$ cat src/sv/jobf_pkg.sv
// ----------------------------------------------------------------------------
// jobf_pkg: shared types and constants for the JSON brace framer
// Beat payloads, the classified command passed between front and back,
// and the byte codes and buffer limits the framer works with.
// ----------------------------------------------------------------------------
package jobf_pkg;

  localparam int unsigned BUFFER_BYTES = 1024;
  localparam int unsigned CNT_W        = 10;
  localparam int unsigned CNT_MAX      = (1 << CNT_W) - 1;
  localparam int unsigned STORE_LIMIT  =
    ((BUFFER_BYTES - 1) > CNT_MAX) ? CNT_MAX : (BUFFER_BYTES - 1);

  localparam logic [7:0] CH_OPEN  = 8'h7B;
  localparam logic [7:0] CH_CLOSE = 8'h7D;
  localparam logic [7:0] CH_LF    = 8'h0A;
  localparam logic [7:0] CH_CR    = 8'h0D;
  localparam logic [7:0] CH_TAB   = 8'h09;

  localparam logic MODE_DATA = 1'b0;
  localparam logic MODE_LINK = 1'b1;

  // command queue depth (power of two)
  localparam int unsigned CMDQ_DEPTH = 4;
  localparam int unsigned CMDQ_AW    = $clog2(CMDQ_DEPTH);

  typedef struct packed {
    logic        mode;
    logic [15:0] write_handle;
    logic [7:0]  data_byte;
    logic        packet_last;
  } in_item_t;

  typedef struct packed {
    logic             store_valid;
    logic [CNT_W-1:0] store_index;
    logic [7:0]       store_byte;
    logic             frame_done;
    logic [CNT_W-1:0] frame_length;
    logic             overflow;
    logic             resync;
  } out_item_t;

  typedef enum logic [2:0] {
    CMD_LINK    = 3'd0,
    CMD_FOREIGN = 3'd1,
    CMD_BLANK   = 3'd2,
    CMD_OPEN    = 3'd3,
    CMD_CLOSE   = 3'd4,
    CMD_OTHER   = 3'd5
  } cmd_kind_t;

  typedef struct packed {
    cmd_kind_t  kind;
    logic [7:0] data_byte;
    logic       packet_last;
  } cmd_t;

endpackage

$ cat src/sv/jobf_front.sv
// ----------------------------------------------------------------------------
// jobf_front: input beat classifier
// Holds the target handle register and sorts each accepted beat into a
// command for the back end: link event, foreign handle, blank, brace, other.
// ----------------------------------------------------------------------------
module jobf_front (
  input  logic              clk,
  input  logic              rst_n,
  input  logic              cfg_wr_en,
  input  logic [15:0]       cfg_wr_data,
  input  logic              in_push,
  output logic              in_full,
  input  jobf_pkg::in_item_t in_data,
  input  logic              cmd_full,
  output logic              cmd_push,
  output jobf_pkg::cmd_t    cmd_data
);
  import jobf_pkg::*;

  logic [15:0] target_handle_r;
  logic [15:0] target_handle_nxt;
  cmd_kind_t   kind;

  always_comb begin
    target_handle_nxt = cfg_wr_en ? cfg_wr_data : target_handle_r;
  end

  always_ff @(posedge clk) begin
    if (!rst_n) begin
      target_handle_r <= '0;
    end else begin
      target_handle_r <= target_handle_nxt;
    end
  end

  always_comb begin
    if (in_data.mode == MODE_LINK) begin
      kind = CMD_LINK;
    end else if (in_data.write_handle != target_handle_r) begin
      kind = CMD_FOREIGN;
    end else if (in_data.data_byte == CH_LF || in_data.data_byte == CH_CR ||
                 in_data.data_byte == CH_TAB) begin
      kind = CMD_BLANK;
    end else if (in_data.data_byte == CH_OPEN) begin
      kind = CMD_OPEN;
    end else if (in_data.data_byte == CH_CLOSE) begin
      kind = CMD_CLOSE;
    end else begin
      kind = CMD_OTHER;
    end
  end

  assign in_full              = cmd_full;
  assign cmd_push             = in_push & ~cmd_full;
  assign cmd_data.kind        = kind;
  assign cmd_data.data_byte   = in_data.data_byte;
  assign cmd_data.packet_last = in_data.packet_last;

endmodule

$ cat src/sv/jobf_cmdq.sv
// ----------------------------------------------------------------------------
// jobf_cmdq: command queue between front and back
// Short first-in first-out buffer of classified commands so that each side
// can stall on its own.
// ----------------------------------------------------------------------------
module jobf_cmdq (
  input  logic           clk,
  input  logic           rst_n,
  input  logic           push,
  input  jobf_pkg::cmd_t push_data,
  output logic           full,
  input  logic           pop,
  output jobf_pkg::cmd_t head,
  output logic           empty
);
  import jobf_pkg::*;

  cmd_t               mem [CMDQ_DEPTH];
  logic [CMDQ_AW-1:0] wr_ptr_r, wr_ptr_nxt;
  logic [CMDQ_AW-1:0] rd_ptr_r, rd_ptr_nxt;
  logic [CMDQ_AW:0]   count_r, count_nxt;
  logic               do_push, do_pop;

  assign full    = (count_r == (CMDQ_AW+1)'(CMDQ_DEPTH));
  assign empty   = (count_r == '0);
  assign do_push = push & ~full;
  assign do_pop  = pop & ~empty;
  assign head    = mem[rd_ptr_r];

  always_comb begin
    wr_ptr_nxt = do_push ? wr_ptr_r + 1'b1 : wr_ptr_r;
    rd_ptr_nxt = do_pop ? rd_ptr_r + 1'b1 : rd_ptr_r;
    count_nxt  = count_r + (CMDQ_AW+1)'(do_push) - (CMDQ_AW+1)'(do_pop);
  end

  always_ff @(posedge clk) begin
    if (!rst_n) begin
      wr_ptr_r <= '0;
      rd_ptr_r <= '0;
      count_r  <= '0;
    end else begin
      wr_ptr_r <= wr_ptr_nxt;
      rd_ptr_r <= rd_ptr_nxt;
      count_r  <= count_nxt;
    end
  end

  always_ff @(posedge clk) begin
    if (do_push) begin
      mem[wr_ptr_r] <= push_data;
    end
  end

endmodule

$ cat src/sv/jobf_back.sv
// ----------------------------------------------------------------------------
// jobf_back: framing engine and result buffer
// Carries out one command a cycle while the result buffer has room, against
// nesting depth, byte count and skip state, into a two-entry result buffer.
// ----------------------------------------------------------------------------
module jobf_back (
  input  logic               clk,
  input  logic               rst_n,
  input  logic               cmd_empty,
  input  jobf_pkg::cmd_t     cmd_head,
  output logic               cmd_pop,
  output logic               out_empty,
  input  logic               out_pop,
  output jobf_pkg::out_item_t out_data
);
  import jobf_pkg::*;

  localparam logic [CNT_W-1:0] LIMIT = CNT_W'(STORE_LIMIT);
  localparam logic [CNT_W-1:0] DMAX  = CNT_W'(CNT_MAX);

  logic [CNT_W-1:0] depth_r, depth_nxt;
  logic [CNT_W-1:0] count_r, count_nxt;
  logic             skip_r, skip_nxt;

  out_item_t        obuf [2];
  logic             owr_r, owr_nxt;
  logic             ord_r, ord_nxt;
  logic [1:0]       ocnt_r, ocnt_nxt;
  logic             out_acc;
  logic             take;
  out_item_t        res;

  logic [CNT_W-1:0] d, c;
  logic             was_full;

  assign out_empty = (ocnt_r == 2'd0);
  assign out_acc   = out_pop & ~out_empty;
  assign take      = ~cmd_empty & ((ocnt_r != 2'd2) | out_acc);
  assign cmd_pop   = take;
  assign out_data  = obuf[ord_r];

  always_comb begin
    res       = '0;
    d         = depth_r;
    c         = count_r;
    was_full  = 1'b0;
    skip_nxt  = skip_r;
    unique case (cmd_head.kind)
      CMD_LINK: begin
        d        = '0;
        c        = '0;
        skip_nxt = 1'b0;
      end
      CMD_FOREIGN: begin
      end
      CMD_BLANK, CMD_OPEN, CMD_CLOSE, CMD_OTHER: begin
        if (skip_r) begin
          // drop the rest of the packet after an overflow
          if (cmd_head.packet_last) begin
            skip_nxt = 1'b0;
          end
        end else if (cmd_head.kind != CMD_BLANK) begin
          if (cmd_head.kind == CMD_OPEN) begin
            if (d == '0 && c != '0) begin
              res.resync = 1'b1;
              c          = '0;
            end
            if (d != DMAX) begin
              d = d + 1'b1;
            end
          end
          if (d != '0) begin
            if (c < LIMIT) begin
              res.store_valid = 1'b1;
              res.store_index = c;
              res.store_byte  = cmd_head.data_byte;
              c               = c + 1'b1;
            end else begin
              res.overflow = 1'b1;
              c            = '0;
              d            = '0;
              skip_nxt     = ~cmd_head.packet_last;
              was_full     = 1'b1;
            end
          end
          if (!was_full && cmd_head.kind == CMD_CLOSE) begin
            if (d != '0) begin
              d = d - 1'b1;
            end
            if (d == '0 && c != '0) begin
              res.frame_done   = 1'b1;
              res.frame_length = c;
              c                = '0;
            end
          end
        end
      end
      default: begin
      end
    endcase
    depth_nxt = take ? d : depth_r;
    count_nxt = take ? c : count_r;
    if (!take) begin
      skip_nxt = skip_r;
    end
  end

  always_comb begin
    owr_nxt  = take ? ~owr_r : owr_r;
    ord_nxt  = out_acc ? ~ord_r : ord_r;
    ocnt_nxt = ocnt_r + 2'(take) - 2'(out_acc);
  end

  always_ff @(posedge clk) begin
    if (!rst_n) begin
      depth_r <= '0;
      count_r <= '0;
      skip_r  <= 1'b0;
      owr_r   <= 1'b0;
      ord_r   <= 1'b0;
      ocnt_r  <= 2'd0;
    end else begin
      depth_r <= depth_nxt;
      count_r <= count_nxt;
      skip_r  <= skip_nxt;
      owr_r   <= owr_nxt;
      ord_r   <= ord_nxt;
      ocnt_r  <= ocnt_nxt;
    end
  end

  always_ff @(posedge clk) begin
    if (take) begin
      obuf[owr_r] <= res;
    end
  end

endmodule

$ cat src/sv/json_object_brace_framer.sv
// ----------------------------------------------------------------------------
// json_object_brace_framer: brace-depth framer for attribute-write bytes
// Frames brace-balanced objects out of write-packet bytes and reports store
// positions, completed objects, overflow and resync events.
//
//   channel  ports                          handshake
//   config   cfg_wr_en, cfg_wr_data         write at clk edge with cfg_wr_en
//   input    in_push, in_full, in_data      beat when in_push & !in_full
//   result   out_empty, out_pop, out_data   beat when out_pop & !out_empty
//
// One beat a cycle sustained while neither side stalls. An accepted beat
// goes into the command queue at the edge that accepts it, then through
// the framing engine into the result buffer, which feeds the result ports.
// The command queue holds four beats and the result buffer two, so either
// side may stall without stopping the other until those fill.
// Reset (rst_n low at a clock edge) empties both queues and clears the
// target handle, nesting depth, byte count and skip state.
// ----------------------------------------------------------------------------
module json_object_brace_framer (
  input  logic                clk,
  input  logic                rst_n,
  input  logic                cfg_wr_en,
  input  logic [15:0]         cfg_wr_data,
  input  logic                in_push,
  output logic                in_full,
  input  jobf_pkg::in_item_t  in_data,
  output logic                out_empty,
  input  logic                out_pop,
  output jobf_pkg::out_item_t out_data
);
  import jobf_pkg::*;

  logic cmd_push, cmd_full, cmd_pop, cmd_empty;
  cmd_t cmd_in, cmd_head;

  jobf_front u_front (
    .clk        (clk),
    .rst_n      (rst_n),
    .cfg_wr_en  (cfg_wr_en),
    .cfg_wr_data(cfg_wr_data),
    .in_push    (in_push),
    .in_full    (in_full),
    .in_data    (in_data),
    .cmd_full   (cmd_full),
    .cmd_push   (cmd_push),
    .cmd_data   (cmd_in)
  );

  jobf_cmdq u_cmdq (
    .clk      (clk),
    .rst_n    (rst_n),
    .push     (cmd_push),
    .push_data(cmd_in),
    .full     (cmd_full),
    .pop      (cmd_pop),
    .head     (cmd_head),
    .empty    (cmd_empty)
  );

  jobf_back u_back (
    .clk      (clk),
    .rst_n    (rst_n),
    .cmd_empty(cmd_empty),
    .cmd_head (cmd_head),
    .cmd_pop  (cmd_pop),
    .out_empty(out_empty),
    .out_pop  (out_pop),
    .out_data (out_data)
  );

endmodule

$ cat config.mk
export PLATFORM = sky130hd
export DESIGN_NAME = json_object_brace_framer
export DESIGN_NICKNAME = d
export VERILOG_FILES = /design/src/sv/jobf_pkg.sv /design/src/sv/jobf_front.sv /design/src/sv/jobf_cmdq.sv /design/src/sv/jobf_back.sv /design/src/sv/json_object_brace_framer.sv
export SDC_FILE = /design/constraint.sdc
export NUM_CORES = 1
export LEC_CHECK = 0
export BUFFER_PORTS_ARGS = -buffer_cell sky130_fd_sc_hd__buf_2
export CAP_MARGIN = 20
export CORE_UTILIZATION = 30
export CTS_CLUSTER_DIAMETER = 40
export DETAILED_ROUTE_END_ITERATION = 8
export REMOVE_ABC_BUFFERS = 1
export SYNTH_ARGS = -nofsm -noshare
export SYNTH_HDL_FRONTEND = slang
export SYNTH_HIERARCHICAL = 1
export SYNTH_SLANG_ARGS = --single-unit
$ cat constraint.sdc
create_clock -name clk -period 7.2 [get_ports clk]
set_input_delay 2.16 -clock clk [delete_from_list [all_inputs] [get_ports clk]]
set_output_delay 2.16 -clock clk [all_outputs]
set_load 0.01 [all_outputs]
==> results.yml <==
pwr:
  leakagePower_nw: 3.39
  ir_drop_mv: 0.162
  p_sw_share_pct: 34.5
  p_comb_share_pct: 31.4
  intPower_mw: 2.15
  p_clk_share_pct: 28.4
  power_density_mw_per_mm2: 348
  power.net_switching_mw: 1.13
  seq_power_share_pct: 40.3
synth:
  ys_types: 78
  synth_edf_count: 112
  ys_async_sr_fraction_pct: 0
  ys_top_cells_by_area: "edfxtp_1 41%, dfxtp_1 13%, mux2_2 4.7%"
  syn_area_per_cell_um2: 12.1
  ys.flop_type: "edfxtp_1"
  ys_ff_latch: 163
  yosysSeqAreaShare_pct: 53.7
  yosys.area.top_type: "edfxtp_1"
  ys_warn_count: 6
  syn-cell-area_mm2: 0.00816
  yosys.area.top_type_share_pct: 41.2
  syn_inst: 673
hold_path:
  hp-start: "u_cmdq/rd_ptr_r[0]$_SDFFE_PN0P_"
  hold_depth: 2
  worstHoldEndpoint: "u_cmdq/rd_ptr_r[0]$_SDFFE_PN0P_"
  hold_path.class: "reg -> reg"
timing:
  fin_setup_tns_ps: 0
  relSlewSlack_pct: 47.5
  worst_pin_slew_ps: 787
  final-hold-violation-count: 0
  maxSlewViolCount: 0
  skew_ps: 16.4
  fmax_mhz: 158
  finalSetupViolCount: 0
  period_minus_slack_ps: 6330
  rsz0062_at_grt: "no"
  finalCritPeriodShare_pct: 87.9
drt:
  dr.pass1.iters: 5
  drt_iter0_drc: 480
  drt_wl_total_um: 17600
  drt_drc_violations_left: 0
  wl_per_cell_um: 16.2
  postRouteAntennaNets: 0
  vias_per_cell: 5.01
  vias: 5476
cells_and_area:
  final_common_cell: "edfxtp_1"
  diodes: 0
  final_area_mm2: 0.00945
  nets: 798
  layout_common_cells: "112 x edfxtp_1, 80 x buf_2, 51 x dfxtp_1, 41 x nand2_1"
  syn2layout_area_growth_pct: 15.7
  drive_above_1_share_pct: 26.1
place:
  dpl_cell_area_mm2: 0.00882
  io_buffers: 80
  gp_congestion: 0.873
  place_hpwl_um: 12200
worst_setup_path:
  critPathArrivalTime_ps: 6570
  path_max_fanout: 13
  required_ps: 7440
  cp-start-kind: "flop"
  r2r_cells: 19
  r2r_setup_slack_ps: 870
  worstSetupPathType: "reg -> reg"
  worstReg2RegEnd: "u_back/obuf[0][8]$_DFFE_PP_"
  worstSetupEndpointType: "flop"
clock_network:
  numCtsBuffers: 17
  cts_sinks: 163
  htree_levels: 4
  cts_buffer_depth: 2
  clkTransAtPathRegs_ps: 80
  clock_latency_ps: 430
  ctsHoldBuffers: 0
  cts-root-buf: "clkbuf_16"
  cts_tree: "built"
  postCtsSetupRepairBufs: 0
  cts.repair.resized: 0
global_route:
  grt_max_degree: 45
  overflow: 0
  grt_pass1_vias: 5262
  track_usage_pct: 12.9
  grt_antenna_before_repair: 0
  grt_pass1_wl_um: 28200
die:
  die_h_um: 167
  die_w_um: 167
  num_rows: 60
  start_util_pct: 30.5
  pin_count: 81
  dieArea_mm2: 0.0279
  core_mm2: 0.0268
flow_run:
  max-cap-violations: 0
outcome:
  status: "completed"
## cell type report
cell class / instances / area (um2)
Clock inverter: 15 / 199
Multi-Input combinational cell: 455 / 3510
Clock buffer: 17 / 425
Timing Repair Buffer: 87 / 453
Tap cell: 341 / 427
Sequential cell: 163 / 4380
Fill cell: 2614 / 17400
Inverter: 14 / 52.6
## cell usage after synthesis, drive strengths merged (19+ instances only)
master / count
and2: 25
nor2b: 34
mux2i: 22
nor2: 32
a21oi: 19
mux2: 34
dfxtp: 51
nor3: 22
edfxtp: 112
buf: 24
nand2: 42
## layer usage
| metal | GRT usage (%) | routed length [um] |
|---|---|---|
| met1 | 16.8 | 8000 |
| met2 | 21.2 | 8530 |
| met3 | 3.02 | 885 |
| met4 | 3.90 | 225 |
| met5 | 0 | 0 |
## flip-flops by register name, indices dropped and copies added (netlist names), named ones only
name / flops
u_back/depth_r: 10
u_front/target_handle_r: 16
u_cmdq/count_r: 3
u_back/owr_r: 1
u_cmdq/wr_ptr_r: 2
u_cmdq/mem: 48
u_back/ocnt_r: 2
u_back/obuf: 64
u_back/count_r: 10
u_cmdq/rd_ptr_r: 2
u_back/ord_r: 1
u_back/skip_r: 1
## per-stage QoR
stage               std cells  power [mW]  util, %  hold slack, ps  setup WS [ps]
finish                   1092        3.28     35.2             488            871
global route             1092        3.47     35.2             523            328
CTS                      1092        3.34     35.2             495            882
detailed placement       1060        2.39     32.9             486            916
global placement         1060        2.37     32.9             476           1180
floorplan                 632        2.02        -             456           2100
## power by group through the flow
stage	clock network, mW	registers [mW]	logic, mW
final	0.931	1.32	1.03
after detailed placement	0	1.35	1.04
after global placement	0	1.34	1.04
after CTS	0.962	1.33	1.05
after global routing	0.996	1.35	1.13
after floorplan	0	1.35	0.670
## worst max path at each step
stage / start / end / slack [ps] / cells after the start
6_report: flop / u_back/obuf[0][8]$_DFFE_PP_ / 870 / 19
4_1_cts: flop / u_back/obuf[0][8]$_DFFE_PP_ / 880 / 19
2_1_floorplan: flop / u_back/obuf[0][8]$_DFFE_PP_ / 2100 / 18
5_1_grt: flop / u_back/obuf[0][8]$_DFFE_PP_ / 330 / 19
3_3_place_gp: flop / u_back/obuf[0][8]$_DFFE_PP_ / 1180 / 19
3_5_place_dp: flop / u_back/obuf[0][8]$_DFFE_PP_ / 920 / 19
## worst max-delay path: stages (launching register included)
cell and delay, ps:
dfxtp_1 600, buf_4 270, mux4_2 610, and3b_1 320, nand4_1 380, nand2_1 170
inv_1 120, ha_1 270, nand3_1 110, nor2_1 200, and4_1 520, nand2_1 230
nand2_1 120, ha_1 400, and4_1 320, o211ai_1 100, nor4_1 310, nor4b_4 560
nand2_1 220, nor3_1 290
## logic make-up (layout without fill, tap and decap cells)
family / Yosys count / in the layout / share of synthesized area (%)
and+or+nand+nor: 240 / 240 / 17.5
DFF: 163 / 163 / 53.7
AOI/OAI and AO/OA: 103 / 103 / 9.21
muxes: 68 / 68 / 10.7
buffers and inverters: 55 / 133 / 3.39
xor gates and xnor gates: 31 / 31 / 3.33
adders and majority gates: 13 / 13 / 2.08
No activity file was read; power rests on OpenSTA's default activity.
